==> src/hw/rtl/kmp_pkg.sv <==
// Shared types and constants for the KMP first-match finder.
`timescale 1ns / 1ps

package kmp_pkg;

   localparam int PATTERN_MAX = 16;
   localparam int IDX_W       = $clog2(PATTERN_MAX);
   localparam int LEN_W       = IDX_W + 1;
   localparam int POS_BITS    = 16;
   localparam int START_W     = 16;
   localparam int CSR_W       = 64;
   localparam int CSR_IDX_W   = 2;

   // configuration register indexes
   localparam logic [CSR_IDX_W-1:0] CSR_PAT_LOW  = 2'd0;
   localparam logic [CSR_IDX_W-1:0] CSR_PAT_HIGH = 2'd1;
   localparam logic [CSR_IDX_W-1:0] CSR_PAT_LEN  = 2'd2;

   typedef enum logic [1:0] {
      STAT_FOUND     = 2'd0,
      STAT_NOT_FOUND = 2'd1,
      STAT_TOO_LONG  = 2'd2
   } status_type;

   typedef enum logic [1:0] {
      ST_IDLE,
      ST_FOLLOW,
      ST_BUILD,
      ST_BUILD_FOLLOW
   } state_type;

   typedef logic [PATTERN_MAX-1:0][7:0] pattern_type;

   typedef struct packed {
      status_type         status;
      logic [START_W-1:0] start;
   } out_item_type;

   typedef struct packed {
      logic         valid;
      out_item_type item;
   } result_type;

endpackage

==> src/hw/rtl/kmp_fail_ram.sv <==
// Single-port-write, single-port-read RAM with registered read data.
`timescale 1ns / 1ps

module kmp_fail_ram #(
   parameter int DEPTH = 16,
   parameter int WIDTH = 4
) (
   input  logic                     clock,
   input  logic                     wr_en,
   input  logic [$clog2(DEPTH)-1:0] wr_addr,
   input  logic [WIDTH-1:0]         wr_data,
   input  logic [$clog2(DEPTH)-1:0] rd_addr,
   output logic [WIDTH-1:0]         rd_data
);

   logic [WIDTH-1:0] mem [DEPTH];
   logic [WIDTH-1:0] rd_data_ff;

   always_ff @(posedge clock) begin
      if (wr_en) begin
         mem[wr_addr] <= wr_data;
      end
      rd_data_ff <= mem[rd_addr];
   end

   assign rd_data = rd_data_ff;

endmodule

==> src/hw/rtl/kmp_engine.sv <==
// Failure-table builder and KMP search sequencer around the failure-table RAM.
`timescale 1ns / 1ps

module kmp_engine (
   input  logic                       clock,
   input  logic                       reset,
   input  kmp_pkg::pattern_type       pattern,
   input  logic [kmp_pkg::LEN_W-1:0]  plen,
   input  logic                       rebuild,
   input  logic                       req_valid,
   output logic                       req_stall,
   input  logic [7:0]                 req_text_byte,
   input  logic                       req_end_of_text,
   input  logic                       out_room,
   output kmp_pkg::result_type        result
);

   localparam int IDX_W = kmp_pkg::IDX_W;
   localparam int LEN_W = kmp_pkg::LEN_W;
   localparam int PB    = kmp_pkg::POS_BITS;

   kmp_pkg::state_type state_ff, state_in;

   logic [IDX_W-1:0] i_ff, i_in;
   logic [IDX_W-1:0] k_ff, k_in;
   logic [LEN_W-1:0] matched_ff, matched_in;
   logic [PB:0]      pos_ff, pos_in;
   logic             done_ff, done_in;
   logic [7:0]       c_ff, c_in;
   logic             last_ff, last_in;

   logic             mem_we;
   logic [IDX_W-1:0] mem_waddr;
   logic [IDX_W-1:0] mem_wdata;
   logic [IDX_W-1:0] mem_raddr;
   logic [IDX_W-1:0] mem_rdata;

   logic             accept;
   logic [IDX_W-1:0] q;
   logic [7:0]       cur_c;
   logic             cur_last;
   logic             pat_hit;
   logic             too_long;
   logic             fallback;
   logic [LEN_W-1:0] q_next;
   logic [PB:0]      start_sum;
   logic             bk_hit;
   logic             b_fallback;
   logic             b_last;
   logic [IDX_W-1:0] k_next;

   // Reads of the table during a build only target entries below the one being
   // written, which were written in earlier cycles: no forwarding is needed.
   kmp_fail_ram #(
      .DEPTH (kmp_pkg::PATTERN_MAX),
      .WIDTH (IDX_W)
   ) u_ram (
      .clock   (clock),
      .wr_en   (mem_we),
      .wr_addr (mem_waddr),
      .wr_data (mem_wdata),
      .rd_addr (mem_raddr),
      .rd_data (mem_rdata)
   );

   assign req_stall = !((state_ff == kmp_pkg::ST_IDLE) && out_room);
   assign accept    = req_valid && !req_stall;

   // search step: in FOLLOW the fallback length arrives from the RAM
   always_comb begin
      if (state_ff == kmp_pkg::ST_FOLLOW) begin
         q        = mem_rdata;
         cur_c    = c_ff;
         cur_last = last_ff;
      end else begin
         q        = (matched_ff >= plen) ? '0 : matched_ff[IDX_W-1:0];
         cur_c    = req_text_byte;
         cur_last = req_end_of_text;
      end
   end

   assign pat_hit   = (pattern[q] == cur_c);
   assign too_long  = pos_ff[PB];
   assign fallback  = !done_ff && !too_long && (q != '0) && !pat_hit;
   assign q_next    = LEN_W'(q) + LEN_W'(pat_hit);
   assign start_sum = pos_ff + (PB+1)'(1) - (PB+1)'(plen);

   // build step
   assign bk_hit     = (pattern[i_ff] == pattern[k_ff]);
   assign b_fallback = (i_ff != '0) && (k_ff != '0) && !bk_hit;
   assign b_last     = (LEN_W'(i_ff) == plen - LEN_W'(1));
   assign k_next     = (i_ff == '0) ? '0 : k_ff + IDX_W'(bk_hit);

   // next state
   always_comb begin
      state_in = state_ff;
      if (rebuild) begin
         state_in = kmp_pkg::ST_BUILD;
      end else begin
         unique case (state_ff)
            kmp_pkg::ST_IDLE: begin
               if (accept && fallback) state_in = kmp_pkg::ST_FOLLOW;
            end
            kmp_pkg::ST_FOLLOW: begin
               if (!fallback) state_in = kmp_pkg::ST_IDLE;
            end
            kmp_pkg::ST_BUILD: begin
               if (b_fallback)  state_in = kmp_pkg::ST_BUILD_FOLLOW;
               else if (b_last) state_in = kmp_pkg::ST_IDLE;
            end
            kmp_pkg::ST_BUILD_FOLLOW: begin
               state_in = kmp_pkg::ST_BUILD;
            end
            default: state_in = kmp_pkg::ST_BUILD;
         endcase
      end
   end

   // datapath and outputs
   always_comb begin
      i_in        = i_ff;
      k_in        = k_ff;
      matched_in  = matched_ff;
      pos_in      = pos_ff;
      done_in     = done_ff;
      c_in        = c_ff;
      last_in     = last_ff;
      mem_we      = 1'b0;
      mem_waddr   = i_ff;
      mem_wdata   = k_next;
      mem_raddr   = '0;
      result      = '0;

      if (rebuild) begin
         i_in       = '0;
         k_in       = '0;
         matched_in = '0;
      end else begin
         unique case (state_ff)
            kmp_pkg::ST_BUILD: begin
               if (b_fallback) begin
                  mem_raddr = k_ff - IDX_W'(1);
               end else begin
                  mem_we = 1'b1;
                  k_in   = k_next;
                  i_in   = i_ff + IDX_W'(1);
               end
            end
            kmp_pkg::ST_BUILD_FOLLOW: begin
               k_in = mem_rdata;
            end
            kmp_pkg::ST_IDLE, kmp_pkg::ST_FOLLOW: begin
               if (accept || state_ff == kmp_pkg::ST_FOLLOW) begin
                  if (fallback) begin
                     mem_raddr = q - IDX_W'(1);
                     c_in      = cur_c;
                     last_in   = cur_last;
                  end else begin
                     if (!done_ff) begin
                        if (too_long) begin
                           result.valid       = 1'b1;
                           result.item.status = kmp_pkg::STAT_TOO_LONG;
                           done_in            = 1'b1;
                        end else begin
                           matched_in = q_next;
                           if (q_next == plen) begin
                              result.valid       = 1'b1;
                              result.item.status = kmp_pkg::STAT_FOUND;
                              result.item.start  = kmp_pkg::START_W'(start_sum);
                              done_in            = 1'b1;
                           end else if (cur_last) begin
                              result.valid       = 1'b1;
                              result.item.status = kmp_pkg::STAT_NOT_FOUND;
                           end
                        end
                     end
                     // position saturates at the limit
                     if (!too_long) pos_in = pos_ff + (PB+1)'(1);
                     if (cur_last) begin
                        matched_in = '0;
                        pos_in     = '0;
                        done_in    = 1'b0;
                     end
                  end
               end
            end
            default: ;
         endcase
      end
   end

   always_ff @(posedge clock) begin
      if (reset) begin
         state_ff   <= kmp_pkg::ST_BUILD;
         i_ff       <= '0;
         k_ff       <= '0;
         matched_ff <= '0;
         pos_ff     <= '0;
         done_ff    <= 1'b0;
      end else begin
         state_ff   <= state_in;
         i_ff       <= i_in;
         k_ff       <= k_in;
         matched_ff <= matched_in;
         pos_ff     <= pos_in;
         done_ff    <= done_in;
      end
      c_ff    <= c_in;
      last_ff <= last_in;
   end

endmodule

==> src/hw/rtl/kmp_first_match_finder.sv <==
// Top level: configuration registers, search engine and two-entry result buffer.
`timescale 1ns / 1ps

// Finds the first occurrence of a pattern of 1 to 16 bytes in a byte stream,
// one text per run of bytes closed by req_end_of_text. Each text gives at most
// one result: found with the start index, not found at the last byte, or too
// long when a byte arrives at index 65536 or later. Every mismatch that falls
// back adds a failure-table lookup before the byte is done; the
// failure table sits in a RAM with one read port, so lookups run one per cycle.
// Since the matched length falls back at most as often as it grew, a text
// needs no more lookups than it has bytes. After reset and after every write
// of a pattern register the failure table is rebuilt, and req_stall is high
// meanwhile. Results wait in a two-entry buffer, so the input side keeps
// moving while one result is stalled.

module kmp_first_match_finder (
   input  logic                              clock,
   input  logic                              reset,
   input  logic                              req_valid,
   output logic                              req_stall,
   input  logic [7:0]                        req_text_byte,
   input  logic                              req_end_of_text,
   output logic                              rsp_valid,
   input  logic                              rsp_stall,
   output logic [1:0]                        rsp_status,
   output logic [kmp_pkg::START_W-1:0]       rsp_start_position,
   input  logic                              csr_we,
   input  logic [kmp_pkg::CSR_IDX_W-1:0]     csr_index,
   input  logic [kmp_pkg::CSR_W-1:0]         csr_wdata
);

   localparam int LEN_W = kmp_pkg::LEN_W;

   logic [63:0]      pat_low_ff, pat_low_in;
   logic [63:0]      pat_high_ff, pat_high_in;
   logic [4:0]       pat_len_ff, pat_len_in;
   logic             rebuild;
   logic [LEN_W-1:0] plen;

   kmp_pkg::result_type   result;
   kmp_pkg::out_item_type slot_ff [2];
   kmp_pkg::out_item_type slot_in [2];
   logic [1:0]            count_ff, count_in;
   logic                  pop;

   assign rebuild = csr_we && (csr_index <= kmp_pkg::CSR_PAT_LEN);

   always_comb begin
      pat_low_in  = pat_low_ff;
      pat_high_in = pat_high_ff;
      pat_len_in  = pat_len_ff;
      if (csr_we) begin
         unique case (csr_index)
            kmp_pkg::CSR_PAT_LOW:  pat_low_in  = csr_wdata;
            kmp_pkg::CSR_PAT_HIGH: pat_high_in = csr_wdata;
            kmp_pkg::CSR_PAT_LEN:  pat_len_in  = csr_wdata[4:0];
            default: ;
         endcase
      end
   end

   // zero acts as one, anything above the maximum as the maximum
   always_comb begin
      if (pat_len_ff == '0) begin
         plen = LEN_W'(1);
      end else if (pat_len_ff > 5'(kmp_pkg::PATTERN_MAX)) begin
         plen = LEN_W'(kmp_pkg::PATTERN_MAX);
      end else begin
         plen = LEN_W'(pat_len_ff);
      end
   end

   kmp_engine u_engine (
      .clock           (clock),
      .reset           (reset),
      .pattern         ({pat_high_ff, pat_low_ff}),
      .plen            (plen),
      .rebuild         (rebuild),
      .req_valid       (req_valid),
      .req_stall       (req_stall),
      .req_text_byte   (req_text_byte),
      .req_end_of_text (req_end_of_text),
      .out_room        (count_ff != 2'd2),
      .result          (result)
   );

   // result buffer, head always in slot 0
   assign pop = rsp_valid && !rsp_stall;

   always_comb begin
      slot_in[0] = slot_ff[0];
      slot_in[1] = slot_ff[1];
      count_in   = count_ff;
      if (pop) begin
         slot_in[0] = slot_ff[1];
         count_in   = count_in - 2'd1;
      end
      if (result.valid) begin
         if (count_in == 2'd0) slot_in[0] = result.item;
         else                  slot_in[1] = result.item;
         count_in = count_in + 2'd1;
      end
   end

   assign rsp_valid          = (count_ff != 2'd0);
   assign rsp_status         = slot_ff[0].status;
   assign rsp_start_position = slot_ff[0].start;

   always_ff @(posedge clock) begin
      if (reset) begin
         pat_low_ff  <= '0;
         pat_high_ff <= '0;
         pat_len_ff  <= 5'd1;
         count_ff    <= '0;
      end else begin
         pat_low_ff  <= pat_low_in;
         pat_high_ff <= pat_high_in;
         pat_len_ff  <= pat_len_in;
         count_ff    <= count_in;
      end
      slot_ff[0] <= slot_in[0];
      slot_ff[1] <= slot_in[1];
   end

endmodule

==> config.mk <==
export PLATFORM = sky130hd
export DESIGN_NAME = kmp_first_match_finder
export DESIGN_NICKNAME = d
export VERILOG_FILES = /design/src/hw/rtl/kmp_pkg.sv /design/src/hw/rtl/kmp_fail_ram.sv /design/src/hw/rtl/kmp_engine.sv /design/src/hw/rtl/kmp_first_match_finder.sv
export SDC_FILE = /design/constraint.sdc
export NUM_CORES = 1
export LEC_CHECK = 0
export ABC_AREA = 1
export BUFFER_PORTS_ARGS = -buffer_cell sky130_fd_sc_hd__buf_2
export CELL_PAD_IN_SITES_DETAIL_PLACEMENT = 2
export CELL_PAD_IN_SITES_GLOBAL_PLACEMENT = 2
export CORE_MARGIN = 2
export CORE_UTILIZATION = 38
export CTS_CLUSTER_DIAMETER = 30
export DETAILED_ROUTE_END_ITERATION = 8
export PLACE_DENSITY_LB_ADDON = 0.3
export SLEW_MARGIN = 20
export SYNTH_ARGS = -nofsm -noshare
export SYNTH_HDL_FRONTEND = slang
export SYNTH_SLANG_ARGS = --single-unit
==> constraint.sdc <==
create_clock -name clock -period 8.37 [get_ports clock]
set_clock_uncertainty 0.1 [all_clocks]
set_input_delay 1.674 -clock clock [delete_from_list [all_inputs] [get_ports clock]]
set_output_delay 1.674 -clock clock [all_outputs]
set_load 0.005 [all_outputs]
After elaboration in Yosys (flattened, before gate mapping)
Memory sizes are Yosys's and may differ from the RTL's. A register that Yosys moved wholly into a read port is not among the register bits.
Cells that the tools add are included.
Operators by class
  add/subtract/negate cells: 10
  magnitude comparators: 6
  equal/unequal tests: 16
  mux-type cells: 55
  bitwise logic cells: 3
  reductions and logical operators: 39
Operator list (number)
  8-bit binary-select mux with 4-bit select: 3
  19-bit 2-to-1 mux: 5
  18-bit 2-to-1 mux: 3
  36-bit 2-to-1 mux: 1
  17-bit 2-to-1 mux: 2
  16-bit 2-to-1 mux: 2
  4-bit 2-to-1 mux: 8
  8-bit 2-to-1 mux: 4
  5-bit 2-to-1 mux: 5
  17-bit by 1-bit adder with 17-bit output (second input constant): 1
  8-bit equality test: 2
  4-bit case mux with 2 select lines: 2
  16-bit by 5-bit subtractor with 16-bit output: 1
  4-bit by 5-bit < comparator with 1-bit output (second input constant): 3
  2-bit 2-to-1 mux: 6
  2-bit != test (second input constant): 6
  4-bit nonzero test: 3
  1-bit logical AND: 10
  1-bit 2-to-1 mux: 10
  2-bit AND reduction: 5
  5-bit AND reduction: 2
  3-bit 2-to-1 mux: 3
  2-bit case mux with 4 select lines: 1
  4-bit AND reduction: 2
  24 further kinds: 39
Storage, ports and cells
  bits in registers: 177
  RAM bits: 100
  input bits: 80
  output and inout bits: 20
  logic and storage cells: 144
  memories: 2
Memory list
  u_engine.u_ram.mem: depth 16, width 4, read ports 1, clocked after Yosys merged registers in 1, wr ports 1, line kmp_fail_ram.sv:16  | logic [WIDTH-1:0] mem [DEPTH];
  slot_ff: depth 2, width 18, read ports 2, clocked after Yosys merged registers in 0, wr ports 2, line kmp_first_match_finder.sv:41  | kmp_pkg::out_item_type slot_ff [2];

Logic depth before layout (Yosys ltp)
Gate-level depths: netlist of the first run.
  depth after elaboration: 20
  depth in mapped cells: 37
  gate-level depth less buffers: 35

Hierarchy
From an unflattened synthesis of the first run, not the netlist that was laid out.
Unflattened totals
  cell total of the unflattened synthesis: 2334
  area total of the unflattened synthesis: 16375.7 um^2
By module, submodules not included
  kmp_engine: instances 1, cells an instance 1284, area each 7029.2 um^2, sequential area each 930.9 um^2
  kmp_first_match_finder: instances 1, cells an instance 760, area each 6379.9 um^2, sequential area each 3603.5 um^2
  kmp_fail_ram: instances 1, cells an instance 290, area each 2966.6 um^2, sequential area each 2001.9 um^2

Worst setup path after synthesis of the first run
No wires, ideal clock.
  path kind: in2reg
  start point: input req_text_byte[1]
  end point: memory slot_ff[0][18] in the netlist's numbering, enable pin
  library setup time: 0.393 ns
  arrival time: 4.750 ns
  slack: 3.128 ns
  stages: 19
  path buffers: 0
  cells stage by stage: or2_2 o21ai_0 inv_1 nand3_1 nand2_1 nand2_1 nor2_2 nand2_4 inv_1 ha_1 ha_1 or2_2 nand2_1 xor2_1 nor3_2 inv_1 a21oi_1 nand2_1 nor2_1
RTL lines
  from (decl): line kmp_first_match_finder.sv:21  | input logic [7:0] req_text_byte,
  to (decl): line kmp_first_match_finder.sv:41

==> reports/metrics.yaml, run 1 <==
cts_tree: "done"
post-place-cells: 2750
finalWorstSetupSlack_ns: 0.712
p_per_area_nw_per_um2: 301
cts.repair.resized: 0
crit_path_top_delay_cell: "nand2_2"
crit_buf_inv: 7
async_reset_ff_share_pct: 0
worst_pin_slew_ns: 1.08
endpoint_kind: "flip-flop"
core_area_um2: 41900
cts_root_buf: "clkbuf_16"
grt_remaining_overflow: 0
synth_cell_type_count: 50
cts-hold-fix-buffers: 0
multiInputGateArea_um2: 8070
io_pins: 100
num_rows: 75
routed_via_density: 5.94
wl_per_cell_um: 26.4
start_util_pct: 38.4
endpoint: "slot_ff[0][17]"
rrSetupSlack_ns: 0.71
dr.first_iter.drc_count: 1053
seqCellArea_um2: 6540
drc: 0
cts_made_buffers: 72
busiest_layer: "met2"
h-tree-depth: 3
nets: 2391
grt_util_met1_pct: 36.6
ys_ff_latch: 281
post-route-period-util_pct: 91.5
synth_area_um2: 16100
dieArea_um2: 44100
yosys.area.top_type_share_pct: 23.6
cpMostUsedCell: "nand2_1"
setup_violations: 0
drive_above_1_share_pct: 13.4
p_leak_nw: 7.88
grt_usage_pct: 34.6
layout_min_cycle_time_ns: 7.66
synthFlopType: "dfxtp_1"
crit_cells: 34
gp_congestion: 0.924
fin_util_pct: 45.7
cts_sinks: 281
grt_max_degree: 75
grt_pass1_vias: 19200
cts.path.max_buffers: 3
synth-edff-count: 91
startpoint_type: "flip-flop"
wirelength_um: 76200
die_h_um: 210
final_area_um2: 19200
reg2reg_from: "pat_len_ff[1]"
die_x_um: 210
cp.required_ns: 8.71
grt.met2_usage_pct: 64.1
grt_antenna_before_repair: 1
outcome: "complete, no violations"
hold_viol: 0
r2r-end: "slot_ff[0][17]"
fillers: 4726
crit_family: "simple AND/OR/NAND/NOR gates"
area_growth_pct: 19.0
setup-tns-final_ns: 0
syn_nets: 2352
fin_total_pwr_mw: 5.78
synth_common_cells: "o21ai_0 (322), nand2_1 (311), nand3_1 (306)"
yosysMostFrequentCell: "o21ai_0"
ys_top_cells_by_area: "dfxtp_1 (24%), edfxtp_1 (17%), o21ai_0 (10%), nand3_1 (9.5%), nand2_1 (7.2%)"
rsz0062_at_grt: "false"
vias: 17100
yosysTopAreaCell: "dfxtp_1"
place_area_um2: 16700
hold_ws_ns: 0.400
slew_headroom_pct: 27.4
first_pass_iters: 5
dp_hpwl_um: 46400
critPathKind: "reg2reg"
yosys_warnings: 0
max_freq_mhz: 131
grt_pass1_wl_um: 117000
setup.worst_path.start: "pat_len_ff[1]"
avgSynthCellArea_um2: 7.18
globalRouteMet3Util_pct: 6.24
cpPeakStageDelay_ns: 0.68
post_cts.repair.setup_buffers: 0
drv_slew: 0
syn_inst: 2246
stdcell_count: 2884
worstPathMaxFanout: 52
hp-class: "reg2reg"
ant_nets: 0
maxCapViolations: 0
port_buffers: 99
dp_slack_ns: 1.55
clk_latency_ns: 0.62
ys_seq_area_share_pct: 40.5
irDropWorstVdd_mv: 0.141
cp.arrival_ns: 8.00
rr_worst_depth: 34
clk_pin_slew_ns: 0.05
-- how the worst min path moves through the flow --
| stage | from | to | slack (ns) | cells past startpoint |
|---|---|---|---|---|
| finish | pat_high_ff[31] | pat_high_ff[31] | 0.40 | 2 |
| global route | pat_high_ff[31] | pat_high_ff[31] | 0.44 | 2 |
| CTS | pat_high_ff[31] | pat_high_ff[31] | 0.40 | 2 |
| detailed placement | u_engine.pos_ff[5] | u_engine.pos_ff[5] | 0.38 | 2 |
| global placement | u_engine.pos_ff[3] | u_engine.pos_ff[3] | 0.36 | 2 |
| floorplan | u_engine.matched_ff[4] | u_engine.matched_ff[4] | 0.35 | 2 |
-- cells by family (layout without fill, tap and decap cells) --
| logic type | Yosys count | count (layout) | synth area share (%) |
|---|---|---|---|
| buffers and inverters | 357 | 455 | 9.55 |
| other | 0 | 1 | 0 |
| DFF | 281 | 281 | 40.5 |
| adders and majority gates | 26 | 26 | 2.06 |
| and+or+nand+nor | 991 | 991 | 27.2 |
| AOI/OAI and AO/OA | 531 | 531 | 17.3 |
| muxes | 14 | 14 | 0.869 |
| xor gates and xnor gates | 46 | 46 | 2.50 |
-- area by class of cell --
cell class                 count  share of cell area [%]
antenna                        1                  0.0130
clock buffer                  90                    10.3
clock inverter                43                    2.63
inverter                     200                    3.93
multi-input combinational   1608                    42.0
sequential                   281                    34.1
tap                          539                    3.52
timing repair buffer         122                    3.48
-- per-layer routing --
metal / up-vias / wire, µm
li1: 7645 / -
met3: 254 / 2940
met5: - / 0
met2: 538 / 39800
met1: 8685 / 28900
met4: 0 / 4620
-- where the power goes --
group | internal (mW) | leakage (nW) | total (mW) | switching (mW)
Clock | 1.93 | 1.22 | 2.89 | 0.966
Sequential | 1.52 | 2.43 | 1.67 | 0.151
Combinational | 0.372 | 4.22 | 1.21 | 0.838
Total | 3.82 | 7.88 | 5.78 | 1.95
-- placed cells by master, fill, tap and decap left out, types with 6 or more instances in the layout --
master and instances:
a21oi_1 153, buf_2 99, buf_4 23, bufinv_16 8, clkbuf_1 10, clkbuf_16 74, clkbuf_8 6, clkinv_2 17
clkinv_4 9, dfxtp_1 186, edfxtp_1 91, ha_1 25, inv_1 182, inv_2 14, mux2i_1 14, nand2_1 310
nand2_2 7, nand3_1 306, nand3b_1 13, nand4_1 10, nor2_1 280, nor2_2 18, nor3_1 22, o211ai_1 17
o21ai_0 321, o21ai_1 13, or2_2 12, xnor2_1 13, xor2_1 33
-- state kept, by name, indices dropped and copies added, names as in the netlist, 2 cells and up --
register                flops
pat_high_ff                64
pat_low_ff                 64
u_engine.u_ram.mem         64
slot_ff                    36
u_engine.pos_ff            17
u_engine.c_ff               8
pat_len_ff                  5
u_engine.matched_ff         5
u_engine.i_ff               4
u_engine.k_ff               4
u_engine.u_ram.rd_data      4
count_ff                    2
u_engine.state_ff           2
-- tightest hold or removal path: cells and delay by family (launching register included) --
family / cells / cell delay [ns]
buffers and inverters: 1 / 0.07
DFF: 1 / 0.32
AOI/OAI and AO/OA: 1 / 0.06
(Power assumes the default switching activity.)
==> run 2: changes to the inputs <==
Settings changed: ABC_AREA 1 to default, CORE_ASPECT_RATIO from default to 2, CORE_UTILIZATION 38 to 43.
==> run 2 against run 1 <==
  * The flow now finishes with violations (design-rule violations)
  * Die area shrank 12%
  * Non-clock buffer count is 6 higher
  * Flip-flop and latch count unchanged
  * Combinational power fell by 54%
  * Sequential share of layout area is 2.0 points higher
  * Sequential power shrank 5%
  * Power is 30% lower
  * Critical endpoint is now slot_ff[0][9]
  * Largest cell class unchanged
==> reports/metrics.yaml, run 2 <==
port_buffers: 99  # unchanged
wirelength_um: 64800  # was 76200 µm
setup-tns-final_ns: 0  # unchanged
ant_nets: 0  # unchanged
worstPathMaxFanout: 18  # was 52
startpoint_type: "flip-flop"  # unchanged
p_per_area_nw_per_um2: 222  # was 301 nW/µm²
clk_latency_ns: 0.56  # was 0.62 ns
cts-hold-fix-buffers: 0  # unchanged
yosysMostFrequentCell: "nand2_1"  # was o21ai_0
post-route-period-util_pct: 87.8  # was 91.5%
p_sw_share_pct: 28.1  # was 33.8%
grt_pass1_vias: 15800  # was 19200
dp_hpwl_um: 47000  # was 46400 µm
synth-edff-count: 91  # unchanged
die_h_um: 276  # was 210 µm
critPathKind: "reg2reg"  # unchanged
grt_antenna_before_repair: 0  # was 1
synth_cell_type_count: 82  # was 50
cts_root_buf: "clkbuf_16"  # unchanged
syn_inst: 1673  # was 2246
yosys.area.top_type_share_pct: 23.9  # was 23.6%
clk_pin_slew_ns: 0.06  # was 0.05 ns
violations: "design-rule violations"
drive_above_1_share_pct: 19.8  # was 13.4%
slew_headroom_pct: 28.7  # was 27.4%
vias: 13900  # was 17100
grt_max_degree: 79  # was 75
endpoint_kind: "flip-flop"  # unchanged
top_regs: "pat_high_ff x64, pat_low_ff x64, u_engine.u_ram.mem x64"  # unchanged
nets: 1822  # was 2391
finalWorstSetupSlack_ns: 1.02  # was 0.712 ns
cpPeakStageDelay_ns: 0.67  # was 0.68 ns
p_switching_mw: 1.13  # was 1.95 mW
gp_congestion: 0.956  # was 0.924
syn_nets: 1779  # was 2352
cts_sinks: 281  # unchanged
layout_min_cycle_time_ns: 7.35  # was 7.66 ns
core_area_um2: 36500  # was 41900 µm²
synth_common_cells: "nand2_1 (349), dfxtp_1 (190), a21oi_1 (160)"  # was o21ai_0 (322), nand2_1 (311), nand3_1 (306)
cts_made_buffers: 43  # was 72
die_x_um: 140  # was 210 µm
synth_area_um2: 15900  # was 16100 µm²
drv_slew: 0  # unchanged
yosysTopAreaCell: "dfxtp_1"  # unchanged
num_rows: 99  # was 75
combPwrFrac_pct: 13.9  # was 20.9%
pwr-share-seq_pct: 39.5  # was 29.0%
cp.required_ns: 8.72  # was 8.71 ns
worst_pin_slew_ns: 1.07  # was 1.08 ns
async_reset_ff_share_pct: 0  # unchanged
wl_per_cell_um: 29.4  # was 26.4 µm
cts_tree: "done"  # unchanged
outcome: "finished, violations left"  # was complete, no violations
ys_seq_area_share_pct: 41.0  # was 40.5%
cts.repair.resized: 0  # unchanged
yosys_warnings: 0  # unchanged
hp-class: "reg2reg"  # unchanged
dr.first_iter.drc_count: 661  # was 1053
grt_usage_pct: 33.5  # was 34.6%
io_pins: 100  # unchanged
dieArea_um2: 38700  # was 44100 µm²
synthFlopType: "dfxtp_1"  # unchanged
mostFrequentLayoutCell: "nand2_1"  # was o21ai_0
routed_via_density: 6.29  # was 5.94
h-tree-depth: 2  # was 3
area_growth_pct: 13.5  # was 19.0%
ys_top_cells_by_area: "dfxtp_1 (24%), edfxtp_1 (17%), mux4_2 (10%), nand2_1 (8.2%), a21oi_1 (5.0%)"  # was dfxtp_1 (24%), edfxtp_1 (17%), o21ai_0 (10%), nand3_1 (9.5%), nand2_1 (7.2%)
grt_pass1_wl_um: 97900  # was 117000 µm
grt_remaining_overflow: 0  # unchanged
rsz0062_at_grt: "false"  # unchanged
post_cts.repair.setup_buffers: 0  # unchanged
drc: 6  # was 0
cts.path.max_buffers: 3  # unchanged
start_util_pct: 43.6  # was 38.4%
mostFrequentLayoutCells: "nand2_1 (349), dfxtp_1 (187), a21oi_1 (160), buf_2 (98), nor2_1 (95)"  # was o21ai_0 (321), nand2_1 (310), nand3_1 (306), nor2_1 (280), dfxtp_1 (186)
avgSynthCellArea_um2: 9.53  # was 7.18 µm²
fin_util_pct: 49.5  # was 45.7%
crit_path_top_delay_cell: "o21ai_2"  # was nand2_2
maxCapViolations: 0  # unchanged
setup_violations: 0  # unchanged
max_freq_mhz: 136  # was 131 MHz
dp_slack_ns: 1.17  # was 1.55 ns
p_leak_nw: 6.77  # was 7.88 nW
intPower_mw: 2.89  # was 3.82 mW
cp.arrival_ns: 7.70  # was 8.00 ns
ys_ff_latch: 281  # unchanged
hold_viol: 0  # unchanged
irDropWorstVdd_mv: 0.193  # was 0.141 mV
first_pass_iters: 9  # was 5
power_frac_clock_pct: 46.6  # was 50.1%
diodes: 0  # was 1
run 2: changes by cell type after synthesis, moves of 16 or more:
| cell | before | now |
|---|---|---|
| o21ai_0 | 322 | 26 |
| nand3_1 | 306 | 13 |
| nor2_1 | 283 | 99 |
| inv_1 | 184 | 43 |
| mux4_2 | 0 | 72 |
| mux2i_1 | 14 | 77 |
| nand2_1 | 311 | 349 |
| mux2_2 | 0 | 37 |
| and3_1 | 0 | 26 |
| xnor2_1 | 13 | 37 |
| a211oi_1 | 4 | 26 |
| and2_1 | 0 | 19 |
| a22oi_1 | 0 | 16 |
| buf_2 | 38 | 22 |
run 2: per-layer routing:
metal | GRT usage [%] | part of all wire, % | vias to the layer above | wire, µm
li1 | - | - | 6099 | -
met4 | 30.1 | 11 | 0 | 7090
met5 | 0 | 0 | - | 0
met1 | 30.9 | 31 | 7079 | 20200
met2 | 62.8 | 54 | 438 | 35100
met3 | 3.95 | 3.6 | 245 | 2330
run 2: cell type report:
cell class / count / area, µm²
tap: 454 / 568
clock inverter: 30 / 339
fill: 3781 / 18400
inverter: 46 / 178
clock buffer: 50 / 1150
sequential: 281 / 6540
multi-input combinational: 1216 / 8600
timing repair buffer: 128 / 716
run 2: critical path, delay by kind of cell, from the launching register on:
kind                       cells  cell delay, ns
AOI/OAI and AO/OA              8            2.26
buffers and inverters          2            0.49
muxes                          1            0.48
and+or+nand+nor                9            2.59
adders and majority gates      3            0.62
xor gates and xnor gates       2            0.30
DFF                            1            0.39
run 2: logic make-up after synthesis:
family | share of synthesized area [%]
buf+inv | 5.23
compound gates | 13.9
mux | 17.7
xor+xnor | 3.30
flops | 41.0
fa+ha+maj | 2.09
simple gates | 16.8
run 2: path summary, 6_finish.rpt:
kind                          startpoint                endpoint  slack (ns)  cells after the start
hold / removal    u_engine.matched_ff[4]  u_engine.matched_ff[4]        0.38                      2
hold reg to reg   u_engine.matched_ff[4]  u_engine.matched_ff[4]        0.38                      2
setup reg to reg           pat_len_ff[2]           slot_ff[0][9]        1.02                     25
setup / recovery           pat_len_ff[2]           slot_ff[0][9]        1.02                     25
run 2: power groups by stage:
stage	sequential [mW]	combinational, mW	clock (mW)
2_1_floorplan	1.56	0.427	0
6_report	1.59	0.556	1.87
3_5_place_dp	1.61	0.544	0
5_1_grt	1.59	0.606	1.95
4_1_cts	1.59	0.560	1.89
3_3_place_gp	1.60	0.508	0
run 2: metrics by stage:
step | instance area, µm² | hold slack [ns] | std cells | power, mW
finish | 18100 | 0.377 | 2205 | 4.01
global placement | 16600 | 0.356 | 2125 | 2.11
floorplan | 15900 | 0.336 | 1673 | 1.98
global route | 18100 | 0.418 | 2205 | 4.15
detailed placement | 16600 | 0.372 | 2125 | 2.16
CTS | 18100 | 0.379 | 2205 | 4.04
